[src/design/hcb_ram.sv]
// ----------------------------------------------------------------------------
// hcb_ram
// Generic single-write, single-read RAM with registered read data.
// ----------------------------------------------------------------------------
module hcb_ram #(
    parameter int WIDTH = 8,
    parameter int DEPTH = 32
) (
    input  logic                     clk,
    input  logic                     we,
    input  logic [$clog2(DEPTH)-1:0] waddr,
    input  logic [WIDTH-1:0]         wdata,
    input  logic [$clog2(DEPTH)-1:0] raddr,
    output logic [WIDTH-1:0]         rdata
);

    logic [WIDTH-1:0] mem [DEPTH];
    logic [WIDTH-1:0] rdata_reg;

    always_ff @(posedge clk)
    begin
        if (we)
        begin
            mem[waddr] <= wdata;
        end
        rdata_reg <= mem[raddr];
    end

    assign rdata = rdata_reg;

endmodule

[config.mk]
export PLATFORM = sky130hd
export DESIGN_NAME = hcb_ram
export DESIGN_NICKNAME = d
export VERILOG_FILES = /design/src/design/hcb_ram.sv
export SDC_FILE = /design/constraint.sdc
export NUM_CORES = 1
export LEC_CHECK = 0
export ABC_AREA = 1
export BUFFER_PORTS_ARGS = -buffer_cell sky130_fd_sc_hd__buf_2
export CORE_MARGIN = 4
export CORE_UTILIZATION = 50
export CTS_BUF_LIST = sky130_fd_sc_hd__clkbuf_16
export DETAILED_ROUTE_END_ITERATION = 7
export PLACE_DENSITY = 0.63
export SLEW_MARGIN = 20
export SYNTH_ARGS = -nofsm -noshare
export SYNTH_HDL_FRONTEND = slang
export SYNTH_SLANG_ARGS = --single-unit
[constraint.sdc]
create_clock -name clk -period 1.6 [get_ports clk]
set_clock_uncertainty 0.2 [all_clocks]
set_input_delay 0.32 -clock clk [delete_from_list [all_inputs] [get_ports clk]]
set_output_delay 0.32 -clock clk [all_outputs]
set_load 0.02 [all_outputs]
==> metrics <==
max FFs per register 256; Placer Congestion 0.804; first drt pass iteration count 5; dpl hpwl 15600 microns; outcome finished, final reports clean; Total Routed Length 25500 microns; total power 0.0151 W; final core occ 0.591; Buf/Inv on CP 1; grt peak-use layer met2; initial antenna violation count 0; vias in the first global route 6704; Die Wd 155 microns; Hold Path Stages 1; Worst setup SP type flip-flop; Worst Reg2Reg Path Length in Cells 8; Clk Latency, worst-skew pair 0.53 ns; Max Buffers Root-to-Sink 3; met3 Usage GRT 0.0320; RSZ-0062 raised after global routing no; Crit Path Max Fanout 1; slew at the pin with the worst max-slew slack 0.716 ns; Hold Path Origin wdata[0]; family with the most delay on the worst path flip-flops; CP max-delay cell dfxtp_4; Final Critical Period 1.56 ns; # DRC 0; CP Cell Sequence buf_4; M1 GR Usage 0.309; H-tree levels 1; Synth Warn # 0; Final nets 1016; IO Count 28; Reg clk slew, reported paths 0.06 ns; pin count of the biggest net entering global routing 53; fin. max-slew vios 0; peak supply drop 0.788 mV; first-pass GRT wire length 39500 microns; Die Y 155 microns; global route overflow 0; CTS buffer count 27; placed insts 1241; final non-filler cell total 1291; final-report setup violation count 0; # diodes 0; Synth Instances 922; Max-Cap Viols 0; Lkg Pwr 4.77 nW; Synth cell types 12; num rows 53; via count 6920; Hold Fails Final Rpt 0; vias per inst 5.36; Buffers on Ports 27; CTS tree yes; r2r startpoint mem[23][5]; Initial DRC Count 567; Crit Path Category reg -> out; GRT Resource Usage Total 0.215; FF+latch count, synth 264; Sink Count 264; FMAX 639 MHz; PD cells 1210 nW/um^2; Setup crit start rdata[4]; Die ar. 24000 sq um; arrival time worst endpoint 1.04 ns; layout cells sized above 1 0.136; core area 21200 sq um; crit-path max cell delay 0.36 ns; CTS root buffer clkbuf_16; Tcrit/Tclk final 0.977; Worst EP required 1.08 ns; met2 GRT Util 0.346; Syn Nets 942; Rel. slew slack 0.523; CP Depth 1; drt wl/cell 19.8 microns; Mean Syn Cell Area 11.7 sq um; Layout area overhead 15.9%; post-synthesis cell area 10800 sq um; CP endpoint kind output pin; sequential area share after synthesis 0.728; Initial Util 0.510; worst min path class in -> reg; Detail Route Antenna Nets 0
final cells by class:
| cell class | instances | area [sq um] |
|---|---|---|
| sequential | 264 | 7850 |
| timing repair buffer | 97 | 868 |
| clock inverter | 22 | 225 |
| tap | 275 | 344 |
| clock buffer | 27 | 676 |
| inverter | 10 | 40.0 |
| fill | 1729 | 8660 |
| multi-input combinational | 596 | 2490 |
metal layers:
layer	vias up	share of wire
met5	-	0
met4	0	0.029
li1	3344	-
met1	3316	0.44
met3	55	0.053
met2	205	0.48
logic make-up after synthesis:
logic type / synth area share
simple gates: 0.231
flops: 0.728
buf+inv: 0.0414
power breakdown:
group | total (W) | internal (W) | switching [W] | leakage, nW
Combinational | 0.00103 | 0.000321 | 0.000710 | 1.94
Clock | 0.00638 | 0.00386 | 0.00252 | 0.454
Sequential | 0.00771 | 0.00769 | 0.0000285 | 2.37
Total | 0.0151 | 0.0119 | 0.00326 | 4.77
cell usage in the layout (no fill, tap or decap):
cell	n
nand2_1	360
edfxtp_1	256
nand3_1	204
buf_4	55
nor2_1	32
clkbuf_16	27
buf_2	25
buf_12	16
inv_1	11
clkinv_1	7
dfxtp_1	7
clkinv_2	6
bufinv_16	5
inv_4	1
inv_2	1
clkinvlp_4	1
dlygate4sd3_1	1
dfxtp_4	1
worst paths after layout:
check	to	slack, ns
hold / removal	mem[2][0]	0.15
setup reg to reg	rdata[5]	0.23
setup / recovery	rdata[4]	0.04
hold reg to reg	rdata[3]	0.55
metrics by stage:
stage | cell area, sq um | hold slack, ns | TNS (ns) | setup slack [ns]
floorplan | 10800 | 0.219 | 0 | 0.0460
global placement | 11600 | 0.528 | -2.96 | -0.222
detailed placement | 11600 | 0.536 | -4.39 | -0.238
CTS | 12500 | 0.157 | 0 | 0.0190
global route | 12500 | 0.189 | 0 | 0.000334
finish | 12500 | 0.147 | 0 | 0.0362
synthesized netlist by cell type:
| master | n | area share |
|---|---|---|
| dfxtp_1 | 8 | 0.015 |
| nand2_1 | 360 | 0.13 |
| inv_2 | 2 | 0.00070 |
| nor2_1 | 32 | 0.011 |
| buf_6 | 24 | 0.025 |
| buf_4 | 4 | 0.0028 |
| buf_2 | 15 | 0.0070 |
| inv_1 | 8 | 0.0028 |
| edfxtp_1 | 256 | 0.71 |
| nand3_1 | 204 | 0.095 |
| clkbuf_1 | 7 | 0.0024 |
| buf_1 | 2 | 0.00070 |
what timing repair did:
item,CTS,global route
hold buffers,1,0
endpoints found under the hold margin,2,0
setup buffers,0,0
endpoints found under the setup margin,1,0
resized for setup,3,0
No activity file was read; power rests on OpenSTA's default activity.
