--- src/design/hcb_pkg.sv ---
// ----------------------------------------------------------------------------
// hcb_pkg
// Shared constants, types and codes of the Huffman code builder.
// ----------------------------------------------------------------------------
package hcb_pkg;

    localparam int MAX_SYMBOLS = 32;
    localparam int NODE_SLOTS  = 2 * MAX_SYMBOLS - 1;
    localparam int ID_W        = $clog2(NODE_SLOTS);
    localparam int LEAF_AW     = $clog2(MAX_SYMBOLS);
    localparam int CNT_W       = $clog2(MAX_SYMBOLS + 1);
    localparam int IN_WEIGHT_W = 16;
    localparam int WEIGHT_W    = IN_WEIGHT_W + $clog2(MAX_SYMBOLS);
    localparam int LEN_W       = $clog2(MAX_SYMBOLS);
    localparam int SYM_W       = 8;
    localparam int CODE_W      = 31;
    localparam int OUT_LEN_W   = 5;
    localparam int MAX_OUT_LEN = 31;

    typedef enum logic [1:0] {
        PQ_HOLD,
        PQ_INSERT,
        PQ_POP,
        PQ_CLEAR
    } pq_op_t;

    typedef enum logic [1:0] {
        STK_HOLD,
        STK_PUSH,
        STK_POP
    } stk_op_t;

    typedef enum logic [2:0] {
        S_LOAD,
        S_POP_A,
        S_POP_B,
        S_MERGE,
        S_FETCH,
        S_DECIDE
    } state_t;

    typedef struct packed {
        logic                valid;
        logic [WEIGHT_W-1:0] weight;
        logic [ID_W-1:0]     id;
    } pq_entry_t;

    typedef struct packed {
        logic              valid;
        logic [ID_W-1:0]   node;
        logic [CODE_W-1:0] code;
        logic [LEN_W-1:0]  len;
    } stk_entry_t;

endpackage

--- src/design/hcb_pq_cell.sv ---
// ----------------------------------------------------------------------------
// hcb_pq_cell
// One cell of the sorted node queue: holds one node, lightest at cell zero.
// ----------------------------------------------------------------------------
module hcb_pq_cell (
    input  logic              clk,
    input  logic              rst_n,
    input  hcb_pkg::pq_op_t   op,
    input  hcb_pkg::pq_entry_t new_entry,
    input  hcb_pkg::pq_entry_t prev_entry,
    input  logic              prev_lt,
    input  hcb_pkg::pq_entry_t next_entry,
    output hcb_pkg::pq_entry_t entry,
    output logic              lt
);

    logic               valid_reg, valid_next;
    hcb_pkg::pq_entry_t data_reg, data_next;

    // new node sorts ahead of this one: lower weight, lower id on a tie
    assign lt = !valid_reg ||
                ({new_entry.weight, new_entry.id} < {data_reg.weight, data_reg.id});

    always_comb
    begin
        data_next  = data_reg;
        valid_next = valid_reg;
        case (op)
            hcb_pkg::PQ_INSERT:
            begin
                if (lt)
                begin
                    if (prev_lt)
                    begin
                        data_next  = prev_entry;
                        valid_next = prev_entry.valid;
                    end
                    else
                    begin
                        data_next  = new_entry;
                        valid_next = 1'b1;
                    end
                end
            end
            hcb_pkg::PQ_POP:
            begin
                data_next  = next_entry;
                valid_next = next_entry.valid;
            end
            hcb_pkg::PQ_CLEAR:
            begin
                valid_next = 1'b0;
            end
            default:
            begin
                data_next = data_reg;
            end
        endcase
    end

    always_ff @(posedge clk or negedge rst_n)
    begin
        if (!rst_n)
        begin
            valid_reg <= 1'b0;
        end
        else
        begin
            valid_reg <= valid_next;
        end
    end

    always_ff @(posedge clk)
    begin
        data_reg <= data_next;
    end

    always_comb
    begin
        entry       = data_reg;
        entry.valid = valid_reg;
    end

endmodule

--- config.mk ---
export PLATFORM = sky130hd
export DESIGN_NAME = hcb_pq_cell
export DESIGN_NICKNAME = d
export VERILOG_FILES = /design/src/design/hcb_pkg.sv /design/src/design/hcb_pq_cell.sv
export SDC_FILE = /design/constraint.sdc
export NUM_CORES = 1
export LEC_CHECK = 0
export ABC_CLOCK_PERIOD_IN_PS = 3700
export BUFFER_PORTS_ARGS = -buffer_cell sky130_fd_sc_hd__buf_4
export CAP_MARGIN = 10
export CORE_MARGIN = 4
export CORE_UTILIZATION = 41
export DETAILED_ROUTE_END_ITERATION = 10
export GPL_TIMING_DRIVEN = 0
export HOLD_SLACK_MARGIN = 0.1
export PLACE_DENSITY = 0.85
export SKIP_LAST_GASP = 1
export SYNTH_ARGS = -nofsm -noshare
export SYNTH_HDL_FRONTEND = slang
export SYNTH_SLANG_ARGS = --single-unit
--- constraint.sdc ---
create_clock -name clk -period 3.7 [get_ports clk]
set_input_delay 0.74 -clock clk [delete_from_list [all_inputs] [get_ports clk]]
set_output_delay 0.74 -clock clk [all_outputs]
set_load 0.1 [all_outputs]
==> impl_metrics.toml, run 1 <==
[power]
p_leak_nw = 1.57
power_frac_comb = 0.473
switching_share = 0.424
pwr_density_cell_nw_per_um2 = 395
p_sw_mw = 0.532
ir_drop_v = 0.000189
power_frac_clock = 0.196
p_int_mw = 0.723
power_frac_seq = 0.331

[synth]
syn_area_per_cell_sq_um = 9.49
synthCells = 224
synth_nets = 339
synth_top_area_frac = 0.381
syn_area_sq_um = 2130
ys_seq_area_frac = 0.393
yosys.area.top_type = "edfxtp_1"
synthDistinctLibCells = 26
synthFlopType = "edfxtp_1"
synthTopCellsByArea = "edfxtp_1 (38%), ha_1 (15%), mux2i_1 (13%)"
synth-edff-count = 27
async_flop_share = 0.0357
yosysWarnings = 0
synth-seq-cells = 28
ys_top_cells_by_count = "nand2_1 (33), o21ai_0 (33), inv_1 (29), edfxtp_1 (27), mux2i_1 (27)"

[die]
die_w_um = 80.0
dieArea_sq_um = 6400
rows = 25
die_height_um = 80.0
initial_core_util = 0.436
ioPinCount = 118
core_area_sq_um = 4880

[worst_setup_path]
cp.required_ns = 2.96
critPathLaunch = "new_entry[26]"
end_kind = "output port"
setup.worst_path.start_class = "primary input"
arrival_ns = 2.61
criticalPathCategory = "primary input to output port"
crit_fanout = 4
r2r-start = "entry[24]$_DFFE_PP_"
r2r_slack_ns = 0.66

[routing]
ant_nets = 0
drc_errors = 0
wirelength_um = 6100
first_iter_violations = 89
firstDrtPassIters = 4
via_per_inst = 4.91
wl_per_cell_um = 14.8
dr_total_vias = 2023

[finish]
final_util = 0.652
largest_reg_flops = 27
area_growth_syn_to_layout_pct = 49.7
drive_above_1_share = 0.374
fillers = 435
nNetsFinal = 461
antenna_cells = 0

[global_routing]
grt-ovfl-total = 0
first_global_vias = 2102
grt_pass1_wl_um = 9680
grt_max_degree = 17
antenna_found_initial = 0
grt.total_usage = 0.192

[cts]
cts_resized = 0
clk_path_buf_depth = 2
cts.sinks = 28
cts_root_buf = "clkbuf_8"
cts_setup_buffers = 0
htree_num_levels = 1
path_clk_slew_ns = 0.10
tritoncts = "yes"
clk_latency_ns = 0.28
cts_buffers = 3
cts_hold_buffers = 0

[place]
port_buffers = 115
hpwl_um = 5130
globalplace.congestion = 0.827

[timing]
hold_viol = 0
finalMaxSlewViolations = 0
skew_ns = 0.00781
period_minus_slack_ns = 3.35
clock.fmax_ghz = 0.299
timing.hold.ws_ns = 0.223
slew_headroom = 0.501
tightest_slew_ns = 0.746
setup_viol = 0
rsz0062_at_grt = "no"
tns_ns = 0
period_share = 0.904

[flow_run]
cap_violations = 0

[outcome]
status = "finished clean"

[worst_hold_path]
holdCritPathClass = "primary input to asynchronous set/reset pin"
==> worst max-delay path, stage by stage <==
cell and delay (ns):
buf_4 0.11, ha_1 0.29, nand4_1 0.18, nor4_1 0.47, inv_1 0.13, a2111oi_4 0.35
o21ai_2 0.08, buf_4 0.24
==> metrics by stage <==
stage | instance area (sq um) | instances | power (mW) | setup WS [ns]
final | 3180 | 412 | 1.26 | 0.354
after global placement | 3090 | 406 | 1.00 | -0.312
after detailed placement | 3110 | 408 | 1.02 | 0.151
after floorplan | 2140 | 224 | 0.836 | -0.0748
after CTS | 3180 | 412 | 1.26 | 0.330
after global routing | 3180 | 412 | 1.31 | 0.165
==> logic make-up (layout without fill, tap and decap cells) <==
group                    count (synthesis)  count (layout)  synth area share
multiplexers                            27              27             0.127
adder cells (fa/ha/maj)                 26              26             0.153
AO/OA/AOI/OAI                           53              53             0.150
AND/OR/NAND/NOR                         51              51             0.105
buffers and inverters                   39             160            0.0724
flip-flops                              28              28             0.393
==> layout by cell type (no fill, tap or decap) <==
| master | n |
|---|---|
| buf_4 | 116 |
| nand2_1 | 33 |
| o21ai_0 | 32 |
| inv_1 | 29 |
| mux2i_1 | 27 |
| edfxtp_1 | 27 |
| ha_1 | 26 |
| a21oi_1 | 12 |
| clkbuf_1 | 6 |
| nand4_1 | 5 |
| buf_2 | 3 |
| nand3_1 | 3 |
| nor2_1 | 3 |
| clkbuf_8 | 3 |
| nor2b_1 | 2 |
| a21o_1 | 2 |
| nor3_1 | 2 |
| buf_6 | 2 |
| a21boi_0 | 1 |
| nor4_1 | 1 |
| o31ai_1 | 1 |
| a222oi_1 | 1 |
| a2111oi_4 | 1 |
| o21ai_2 | 1 |
| o41ai_4 | 1 |
| nand2b_1 | 1 |
| or2_2 | 1 |
| o31a_1 | 1 |
| bufinv_16 | 1 |
| dfrtp_1 | 1 |
==> worst paths after layout <==
| path | end | cells past startpoint |
|---|---|---|
| worst max-delay path | lt | 8 |
| worst min-delay path | valid_reg$_DFFE_PN0P_ | 1 |
| worst max register to register | entry[4]$_DFFE_PP_ | 9 |
| worst min register to register | valid_reg$_DFFE_PN0P_ | 3 |
| max in group asynchronous | valid_reg$_DFFE_PN0P_ | 1 |
| min in group clk | entry[16]$_DFFE_PP_ | 3 |
==> routing by layer <==
layer,share of wire,GRT usage,routed length (um),vias to the layer above
li1,-,-,-,1038
met1,0.41,0.237,2500,917
met2,0.52,0.350,3170,66
met3,0.067,0.0316,411,2
met4,0.0025,0.0355,15,0
met5,0,0,0,-
==> layout make-up <==
class	count	area, sq um	share of cell area
multi-input cells	157	1150	0.362
well taps	67	83.8	0.0263
clock buffers	3	41.3	0.0130
repair buffers	117	886	0.278
plain buffers	10	45.0	0.0142
clock inverters	1	30.0	0.00944
inverters	29	109	0.0342
flip-flops and latches	28	836	0.263
==> power by group through the flow <==
stage | sequential (mW) | clock (mW) | combinational, mW
after detailed placement | 0.423 | 0 | 0.597
after CTS | 0.415 | 0.248 | 0.599
final | 0.415 | 0.246 | 0.594
after floorplan | 0.668 | 0 | 0.168
after global placement | 0.421 | 0 | 0.580
after global routing | 0.421 | 0.256 | 0.634
(Power assumes the default switching activity.)
==> inputs of run 2 (changes only) <==
RECOVER_POWER = 100   (was not set)
==> run 2 against run 1 <==
Utilization is 2.4 points lower. Maximum frequency is 1.1% lower. Via count is 0.20% higher. Critical path type unchanged. Critical endpoint unchanged.
==> impl_metrics.toml, run 2 (synthesized netlist as in run 1, its figures left out) <==
[power]
pwr_density_cell_nw_per_um2 = 398
ir_drop_v = 0.000187
switching_share = 0.435
p_sw_mw = 0.531
power_frac_seq = 0.339
power_frac_clock = 0.202
power_frac_comb = 0.459
p_leak_nw = 1.47
p_int_mw = 0.691

[timing]
period_minus_slack_ns = 3.38
hold_viol = 0
skew_ns = 0.00589
tightest_slew_ns = 1.20
finalMaxSlewViolations = 0
period_share = 0.914
rsz0062_at_grt = "no"
clock.fmax_ghz = 0.296
timing.hold.ws_ns = 0.242
slew_headroom = 0.200
setup_viol = 0

[die]
dieArea_sq_um = 6400
ioPinCount = 118
die_w_um = 80.0
die_height_um = 80.0
core_area_sq_um = 4880
initial_core_util = 0.436
rows = 25

[cts]
cts.sinks = 28
clk_path_buf_depth = 2
cts_buffers = 3
cts_resized = 0
path_clk_slew_ns = 0.10
htree_num_levels = 1
cts_hold_buffers = 0
cts_setup_buffers = 0
clk_latency_ns = 0.28
tritoncts = "yes"
cts_root_buf = "clkbuf_8"

[place]
globalplace.congestion = 0.827
numPlacedInstances = 408
hpwl_um = 5130
port_buffers = 115
placed_cell_area_sq_um = 3110

[worst_setup_path]
r2r-start = "entry[24]$_DFFE_PP_"
end_kind = "output port"
path_cells = "buf_4, ha_1, nand4_1, nor4_1, inv_1, a2111oi_4, o21ai_2, clkbuf_4"
r2r_slack_ns = 0.53
crit_fanout = 4
path_delay_family = "simple AND/OR/NAND/NOR gates"
cp.required_ns = 2.96
arrival_ns = 2.64
criticalPathCategory = "primary input to output port"
rr_worst_depth = 9
r2r-end = "entry[4]$_DFFE_PP_"
max_stage_delay_ns = 0.47
crit_buf_inv = 3
worst_path_max_delay_cell = "nor4_1"
setup.worst_path.start_class = "primary input"

[routing]
ant_nets = 0
drc_errors = 0
firstDrtPassIters = 4
wl_per_cell_um = 14.8
wirelength_um = 6100
first_iter_violations = 94
via_per_inst = 4.92
dr_total_vias = 2027

[global_routing]
first_global_vias = 2102
grt_max_degree = 17
grt-ovfl-total = 0
antenna_found_initial = 0
grt_pass1_wl_um = 9680
grt.total_usage = 0.192

[finish]
antenna_cells = 0
nNetsFinal = 461
fin_area_sq_um = 3070
area_growth_syn_to_layout_pct = 44.3
fillers = 473
drive_above_1_share = 0.290
final_common_cell = "buf_4"
largest_reg_flops = 27
fin_cells = 412
layout_common_cells = "buf_4 (84), clkbuf_1 (35), nand2_1 (33), o21ai_0 (32), inv_1 (29)"

[outcome]
status = "finished clean"

[worst_hold_path]
holdCritPathClass = "primary input to asynchronous set/reset pin"

[flow_run]
cap_violations = 0
run 2: cell types whose count changed in the layout (fill, tap and decap cells not counted), sizes merged:
cell    change
buf        -33
clkbuf     +33
run 2: worst max path at each step:
stage          slack [ns]             endpoint  cells after the start           startpoint
5_1_grt              0.12                   lt                      8        new_entry[24]
4_1_cts              0.33                   lt                      8        new_entry[26]
2_1_floorplan       -0.07                   lt                      7  entry[24]$_DFFE_PP_
3_5_place_dp         0.15  entry[19]$_DFFE_PP_                      9        new_entry[24]
6_report             0.32                   lt                      8        new_entry[26]
3_3_place_gp        -0.31  entry[15]$_DFFE_PP_                      7        new_entry[24]
run 2: per-stage QoR:
stage / util / setup TNS [ns] / power, mW / worst slack (ns)
2_1_floorplan: - / -0.0748 / 0.836 / -0.0748
3_3_place_gp: 0.633 / -8.41 / 1.00 / -0.312
3_5_place_dp: 0.637 / 0 / 1.02 / 0.151
4_1_cts: 0.652 / 0 / 1.26 / 0.330
5_1_grt: 0.628 / 0 / 1.28 / 0.118
6_report: 0.628 / 0 / 1.22 / 0.317
run 2: power by group through the flow:
stage / Sequential [mW] / Combinational, mW / Clock (mW)
floorplan: 0.668 / 0.168 / 0
global placement: 0.421 / 0.580 / 0
detailed placement: 0.423 / 0.597 / 0
CTS: 0.415 / 0.599 / 0.248
global route: 0.420 / 0.602 / 0.256
finish: 0.414 / 0.561 / 0.247
run 2: final cells by class:
cell class	instances	area, sq um	share of cell area
plain buffers	10	45.0	0.0147
well taps	67	83.8	0.0273
repair buffers	117	771	0.251
flip-flops and latches	28	836	0.273
clock buffers	3	41.3	0.0135
multi-input cells	157	1150	0.375
clock inverters	1	30.0	0.00979
inverters	29	109	0.0355
run 2: metal layers:
layer  wire, um  GRT usage  vias up
li1           -          -     1037
met1       2470      0.237      918
met2       3140      0.350       70
met3        482     0.0316        2
met4         15     0.0355        0
met5          0          0        -
