==> config.mk <==
export PLATFORM = sky130hd
export DESIGN_NAME = hcb_stk_cell
export DESIGN_NICKNAME = d
export VERILOG_FILES = /design/src/design/hcb_pkg.sv /design/src/design/hcb_stk_cell.sv
export SDC_FILE = /design/constraint.sdc
export NUM_CORES = 1
export LEC_CHECK = 0
export BUFFER_PORTS_ARGS = -buffer_cell sky130_fd_sc_hd__buf_4
export CORE_MARGIN = 2
export CORE_UTILIZATION = 35
export CTS_BUF_LIST = sky130_fd_sc_hd__clkbuf_2
export CTS_CLUSTER_SIZE = 28
export DETAILED_ROUTE_END_ITERATION = 8
export PLACE_DENSITY = 0.68
export SYNTH_ARGS = -nofsm -noshare
export SYNTH_HDL_FRONTEND = slang
export SYNTH_SLANG_ARGS = --single-unit
export TNS_END_PERCENT = 5
==> constraint.sdc <==
create_clock -name clk -period 1.1 [get_ports clk]
set_clock_uncertainty 0.2 [all_clocks]
set_input_delay 0.165 -clock clk [delete_from_list [all_inputs] [get_ports clk]]
set_output_delay 0.165 -clock clk [all_outputs]
set_load 0.005 [all_outputs]
==> src/design/hcb_pkg.sv <==
// ----------------------------------------------------------------------------
// hcb_pkg
// Shared constants, types and codes of the Huffman code builder.
// ----------------------------------------------------------------------------
package hcb_pkg;

    localparam int MAX_SYMBOLS = 32;
    localparam int NODE_SLOTS  = 2 * MAX_SYMBOLS - 1;
    localparam int ID_W        = $clog2(NODE_SLOTS);
    localparam int LEAF_AW     = $clog2(MAX_SYMBOLS);
    localparam int CNT_W       = $clog2(MAX_SYMBOLS + 1);
    localparam int IN_WEIGHT_W = 16;
    localparam int WEIGHT_W    = IN_WEIGHT_W + $clog2(MAX_SYMBOLS);
    localparam int LEN_W       = $clog2(MAX_SYMBOLS);
    localparam int SYM_W       = 8;
    localparam int CODE_W      = 31;
    localparam int OUT_LEN_W   = 5;
    localparam int MAX_OUT_LEN = 31;

    typedef enum logic [1:0] {
        PQ_HOLD,
        PQ_INSERT,
        PQ_POP,
        PQ_CLEAR
    } pq_op_t;

    typedef enum logic [1:0] {
        STK_HOLD,
        STK_PUSH,
        STK_POP
    } stk_op_t;

    typedef enum logic [2:0] {
        S_LOAD,
        S_POP_A,
        S_POP_B,
        S_MERGE,
        S_FETCH,
        S_DECIDE
    } state_t;

    typedef struct packed {
        logic                valid;
        logic [WEIGHT_W-1:0] weight;
        logic [ID_W-1:0]     id;
    } pq_entry_t;

    typedef struct packed {
        logic              valid;
        logic [ID_W-1:0]   node;
        logic [CODE_W-1:0] code;
        logic [LEN_W-1:0]  len;
    } stk_entry_t;

endpackage

==> src/design/hcb_stk_cell.sv <==
// ----------------------------------------------------------------------------
// hcb_stk_cell
// One cell of the walk stack: push shifts away from the top, pop toward it.
// ----------------------------------------------------------------------------
module hcb_stk_cell (
    input  logic                clk,
    input  logic                rst_n,
    input  hcb_pkg::stk_op_t    op,
    input  hcb_pkg::stk_entry_t push_in,
    input  hcb_pkg::stk_entry_t pop_in,
    output hcb_pkg::stk_entry_t entry
);

    logic                valid_reg, valid_next;
    hcb_pkg::stk_entry_t data_reg, data_next;

    always_comb
    begin
        data_next  = data_reg;
        valid_next = valid_reg;
        case (op)
            hcb_pkg::STK_PUSH:
            begin
                data_next  = push_in;
                valid_next = push_in.valid;
            end
            hcb_pkg::STK_POP:
            begin
                data_next  = pop_in;
                valid_next = pop_in.valid;
            end
            default:
            begin
                data_next = data_reg;
            end
        endcase
    end

    always_ff @(posedge clk or negedge rst_n)
    begin
        if (!rst_n)
        begin
            valid_reg <= 1'b0;
        end
        else
        begin
            valid_reg <= valid_next;
        end
    end

    always_ff @(posedge clk)
    begin
        data_reg <= data_next;
    end

    always_comb
    begin
        entry       = data_reg;
        entry.valid = valid_reg;
    end

endmodule

==> reports/qor.yml, run 1 <==
detailed_routing:
  first_iter_violations: 49
  firstDrtPassIters: 4
  drc: 0
  ant_nets: 0
  vias_per_cell: 4.49
  wirelength_mm: 6.44
  dr_total_vias: 1732
  avgRoutedWirePerCell_um: 16.7
setup_path:
  reg2reg_from: "valid_reg$_DFFE_PN0P_"
  path_cells: "buf_6"
  critPathTopFamily: "flip-flops"
  startpoint_type: "flip-flop"
  worstSetupPathType: "flip-flop to output pin"
  max_stage_delay_ns: 0.47
  rrSetupSlack_ns: 0.26
  critPathArrivalTime_ns: 0.99
  crit_start: "entry[19]$_DFFE_PP_"
  crit_slowest_cell: "edfxtp_1"
  cp-end-kind: "output pin"
  path_buf_inv: 1
  critPathMaxFanout: 1
  worstPathRequired_ns: 0.73
place:
  place_inst: 299
  io_buffer_count: 132
  gpl.final_weighted_congestion: 0.691
  place_ws_ns: -0.419
  hpwl_mm: 3.69
  place_area_mm2: 0.00313
timing:
  final-setup-viol-count: 73
  period_share: 1.24
  max-slew-margin-rel: 0.868
  fmax_ghz: 0.736
  timing.final.ws_setup_ns: -0.259
  worstMarginPinSlew_ns: 0.198
  rsz0062_at_grt: "yes"
  holdWs_ns: -0.130
  maxSlewViolCount: 0
  finalHoldViolCount: 7
  layout_min_cycle_time_ns: 1.36
min_path:
  hp-start: "push_in[1]"
  hp-class: "input pin to flip-flop"
logic_synthesis:
  ys.warnings.count: 0
  synthTopCellsByArea: "edfxtp_1, mux2_4, buf_12"
  syn_area_per_cell_um2: 21.1
  netlist_instances: 97
  yosysTopAreaCell: "edfxtp_1"
  synth_cell_types: 12
  synth_area_mm2: 0.00204
  synth.top_cell.area_share: 0.617
  syn_nets: 188
  ys_ff_latch: 43
  ys_seq_area_frac: 0.630
final_layout:
  largest_register_ffs: 42
  area_growth_pct: 99.8
  fillers: 356
  diodes: 0
  finalNetCount: 404
  postLayoutCellArea_mm2: 0.00408
  layout.cells.non_filler: 386
  drive_gt1_frac: 0.596
global_routing:
  grt_pass1_vias: 1734
  met1_usage: 0.187
  grt_pass1_wl_mm: 8.33
  antenna_found_initial: 0
  grt.busiest_layer: "met2"
  track_usage: 0.177
  gr-usage-met3: 0.0258
  grtUsageMet2: 0.339
  grt.overflow.total: 0
  grt_start_max_net_pins: 24
clock_tree:
  clkTransAtPathRegs_ns: 0.20
  cts_tree: "done"
  root_buffer: "clkbuf_2"
  post_cts_buffers: 0
  clockBufferDepth: 2
  cts.sinks: 43
  htreeDepth: 2
  clk_latency_ns: 0.37
  numCtsBuffers: 5
floorplan:
  row_count: 27
  fp.dieH_um: 80.4
  fp.dieW_um: 80.4
  initial_core_util: 0.367
  io_pins: 133
  dieArea_mm2: 0.00646
  core-area_mm2: 0.00557
run_status:
  status: "finished, violations left"
  violations: "hold timing, setup timing"
power:
  cellPowerDensity_mw_per_mm2: 1010
  leakagePower_uw: 0.00203
  vdd_drop_max_v: 0.000449
job:
  cap_violations: 0
==> layout make-up <==
| type | instances | area [µm²] | share of cell area |
|---|---|---|---|
| repair buffers | 215 | 1990 | 0.487 |
| clock buffers | 6 | 30.0 | 0.00736 |
| flip-flops and latches | 43 | 1290 | 0.315 |
| inverters | 2 | 18.8 | 0.00460 |
| well taps | 72 | 90.1 | 0.0221 |
| multi-input cells | 46 | 663 | 0.162 |
| clock inverters | 2 | 7.51 | 0.00184 |
==> path summary, 6_finish.rpt <==
kind                                    endpoint  cells past startpoint
min in group asynchronous  valid_reg$_DFFE_PN0P_                      3
max reg2reg                valid_reg$_DFFE_PN0P_                      2
min                           entry[1]$_DFFE_PP_                      2
max                                    entry[19]                      1
max in group asynchronous  valid_reg$_DFFE_PN0P_                      3
min reg2reg                valid_reg$_DFFE_PN0P_                      2
==> placed cells by master, fill, tap and decap left out, types with 2 or more instances in the layout <==
cell / instances
buf_4: 117
dlygate4sd3_1: 52
edfxtp_1: 42
mux2_4: 39
dlymetal6s4s_1: 27
buf_6: 15
clkbuf_2: 6
buf_12: 4
mux2_2: 3
clkinv_1: 2
==> cell usage after synthesis <==
cell and instances:
o21ai_1 1, mux2_4 39, nand2_1 1, dfrtp_1 1, inv_1 2, edfxtp_1 42, ha_1 1, buf_4 1
buf_6 1, mux2i_1 1, mux2_2 3, buf_12 4
==> cell families (layout without fill, tap and decap cells) <==
group | Yosys count | after routing | share of synthesized area
compound gates | 1 | 1 | 0.00245
fa+ha+maj | 1 | 1 | 0.00612
buf+inv | 8 | 225 | 0.0521
flops | 43 | 43 | 0.630
mux | 43 | 43 | 0.308
simple gates | 1 | 1 | 0.00184
==> stage by stage <==
| stage | utilization | setup TNS (ns) | power [µW] |
|---|---|---|---|
| after floorplan | - | -31.24 | 2550 |
| after global placement | 0.561 | -25.61 | 3190 |
| after detailed placement | 0.561 | -26.25 | 3210 |
| after CTS | 0.695 | -9.75 | 4050 |
| after global routing | 0.732 | -11.50 | 4300 |
| final | 0.732 | -9.61 | 4130 |
==> where the power goes <==
| group | switching [µW] | total (µW) | leakage [µW] | internal (µW) |
|---|---|---|---|---|
| clock | 469 | 622 | 0.0000281 | 153 |
| combinational | 399 | 1340 | 0.00158 | 939 |
| sequential | 91.8 | 2170 | 0.000423 | 2080 |
==> layer usage <==
layer,vias to the layer above,wire length (µm)
met5,-,0
met2,93,3580
met3,9,463
met1,829,2290
met4,0,110
li1,801,-
==> timing repair <==
action | in CTS | in global routing
endpoints found under the hold margin | 44 | 13
setup endpoints to repair | 43 | 63
resized for setup | 5 | 37
hold buffers | 69 | 10
(Power assumes the default switching activity.)
==> inputs of run 2 (changes only) <==
--- a/config.mk
+++ b/config.mk
@@ -6,12 +6,12 @@
 export NUM_CORES = 1
 export LEC_CHECK = 0
 export BUFFER_PORTS_ARGS = -buffer_cell sky130_fd_sc_hd__buf_4
-export CORE_MARGIN = 2
-export CORE_UTILIZATION = 35
+export CORE_MARGIN = 8
+export CORE_UTILIZATION = 43
 export CTS_BUF_LIST = sky130_fd_sc_hd__clkbuf_2
 export CTS_CLUSTER_SIZE = 28
 export DETAILED_ROUTE_END_ITERATION = 8
-export PLACE_DENSITY = 0.68
+export PLACE_DENSITY = 0.81
 export SYNTH_ARGS = -nofsm -noshare
 export SYNTH_HDL_FRONTEND = slang
 export SYNTH_SLANG_ARGS = --single-unit
==> reports/qor.yml, run 2 (same netlist as run 1, synthesis figures left out) <==
min_path:
  hp-class: "input pin to flip-flop"
  whs_path_depth: 4  # +2
final_layout:
  final_util: 0.901  # +0.169
  largest_register_ffs: 42  # unchanged
  drive_gt1_frac: 0.590  # -0.00533
  area_growth_pct: 106
  final_cell_mix: "buf_4, dlygate4sd3_1, edfxtp_1"
  finalNetCount: 417  # +3.2%
  layout_commonest_cell: "buf_4"
  postLayoutCellArea_mm2: 0.00420  # +2.9%
detailed_routing:
  firstDrtPassIters: 4  # unchanged
  vias_per_cell: 4.77  # +6.3%
  wirelength_mm: 8.31  # +29%
  drc: 0  # unchanged
  first_iter_violations: 80  # +63%
  ant_nets: 0  # unchanged
  avgRoutedWirePerCell_um: 21.7  # +30%
  dr_total_vias: 1827  # +5.5%
floorplan:
  core-area_mm2: 0.00466  # -16%
  initial_core_util: 0.438  # +0.0718
  dieArea_mm2: 0.00721  # +12%
  fp.dieW_um: 84.9  # +5.6%
  fp.dieH_um: 84.9  # +5.6%
  row_count: 25  # -7.4%
  io_pins: 133  # unchanged
timing:
  fmax_ghz: 0.738  # +0.30%
  period_share: 1.23  # -0.00368
  rsz0062_at_grt: "yes"
  maxSlewViolCount: 0  # unchanged
  layout_min_cycle_time_ns: 1.36  # -0.00405 ns
  timing.final.ws_setup_ns: -0.255  # +0.00405 ns
  final.setup.tns_ns: -10.59  # -0.973 ns
  finalHoldViolCount: 0  # -7
  final-setup-viol-count: 81  # +11%
  worstMarginPinSlew_ns: 0.210  # +0.0128 ns
  max-slew-margin-rel: 0.860  # -0.00855
setup_path:
  path_buf_inv: 1  # unchanged
  critPathMaxFanout: 1  # unchanged
  path_cells: "buf_6"
  path_depth: 1  # unchanged
  r2r_cells: 2  # unchanged
  startpoint_type: "flip-flop"
  worstPathRequired_ns: 0.73  # about the same
  critPathArrivalTime_ns: 0.99  # about the same
  worstSetupPathType: "flip-flop to output pin"
  cp-end-kind: "output pin"
  max_stage_delay_ns: 0.47  # about the same
  critPathTopFamily: "flip-flops"
  crit_slowest_cell: "edfxtp_1"
power:
  cellPowerDensity_mw_per_mm2: 1030  # +1.3%
  leakagePower_uw: 0.00203  # -0.25%
  vdd_drop_max_v: 0.000855  # +90%
clock_tree:
  clockBufferDepth: 2  # unchanged
  cts.sinks: 43  # unchanged
  clkTransAtPathRegs_ns: 0.21  # about the same
  cts_tree: "done"
  htreeDepth: 2  # unchanged
  post_cts_buffers: 0  # unchanged
  numCtsBuffers: 5  # unchanged
  root_buffer: "clkbuf_2"
  clk_latency_ns: 0.37  # about the same
global_routing:
  grt.overflow.total: 0  # unchanged
  antenna_found_initial: 2  # +2
  grt_pass1_wl_mm: 11.5  # +38%
  grt_pass1_vias: 2077  # +20%
  track_usage: 0.212  # +0.0349
  grt_start_max_net_pins: 22  # -8.3%
place:
  gpl.final_weighted_congestion: 0.671  # -2.8%
  hpwl_mm: 4.49  # +22%
  io_buffer_count: 132  # unchanged
  place_ws_ns: -0.390  # +0.0292 ns
  place_area_mm2: 0.00314  # +0.24%
run_status:
  violations: "setup timing"
  status: "finished, violations left"
job:
  cap_violations: 0  # unchanged
## run 2: area by class of cell
| cell class | instances | area [µm²] |
|---|---|---|
| inverters | 2 | 18.8 |
| multi-input cells | 46 | 663 |
| well taps | 54 | 67.6 |
| repair buffers | 228 | 2120 |
| clock buffers | 8 | 40.0 |
| flip-flops and latches | 43 | 1290 |
| diodes | 2 | 5.00 |
| fillers | 181 | 459 |
## run 2: path summary, 6_finish.rpt
kind                                       start  slack (ns)                    end
max                          entry[10]$_DFFE_PP_       -0.26              entry[10]
min                                        op[1]       0.006  valid_reg$_DFFE_PN0P_
max reg2reg                valid_reg$_DFFE_PN0P_        0.26  valid_reg$_DFFE_PN0P_
min reg2reg                valid_reg$_DFFE_PN0P_        0.36  valid_reg$_DFFE_PN0P_
max in group asynchronous                  rst_n        0.21  valid_reg$_DFFE_PN0P_
min in group asynchronous                  rst_n        0.39  valid_reg$_DFFE_PN0P_
## run 2: through the flow
stage               total power [µW]  hold slack [ns]  std cells
global route                    4470          -0.0211        383
floorplan                       2550           -0.331         97
CTS                             4160           -0.150        372
global placement                3210           -0.259        285
finish                          4310          0.00563        383
detailed placement              3250           -0.259        285
## run 2: routing by layer
layer	vias up	GRT usage	part of all wire
met2	81	0.423	0.59
li1	832	-	-
met1	898	0.191	0.33
met5	-	0	0
met3	16	0.0521	0.047
met4	0	0.104	0.027
## run 2: timing repair
| action | 4_1_cts | 5_1_grt |
|---|---|---|
| gates resized for setup | 6 | 37 |
| endpoints found under the setup margin | 43 | 57 |
| endpoints found under the hold margin | 44 | 7 |
| hold buffers | 79 | 9 |
## run 2: report_power, final
part	switching [µW]	total [µW]	internal, µW	leakage (µW)
clock	485	673	188	0.0000332
combinational	445	1440	1000	0.00157
sequential	110	2190	2080	0.000423
total	1040	4310	3270	0.00203
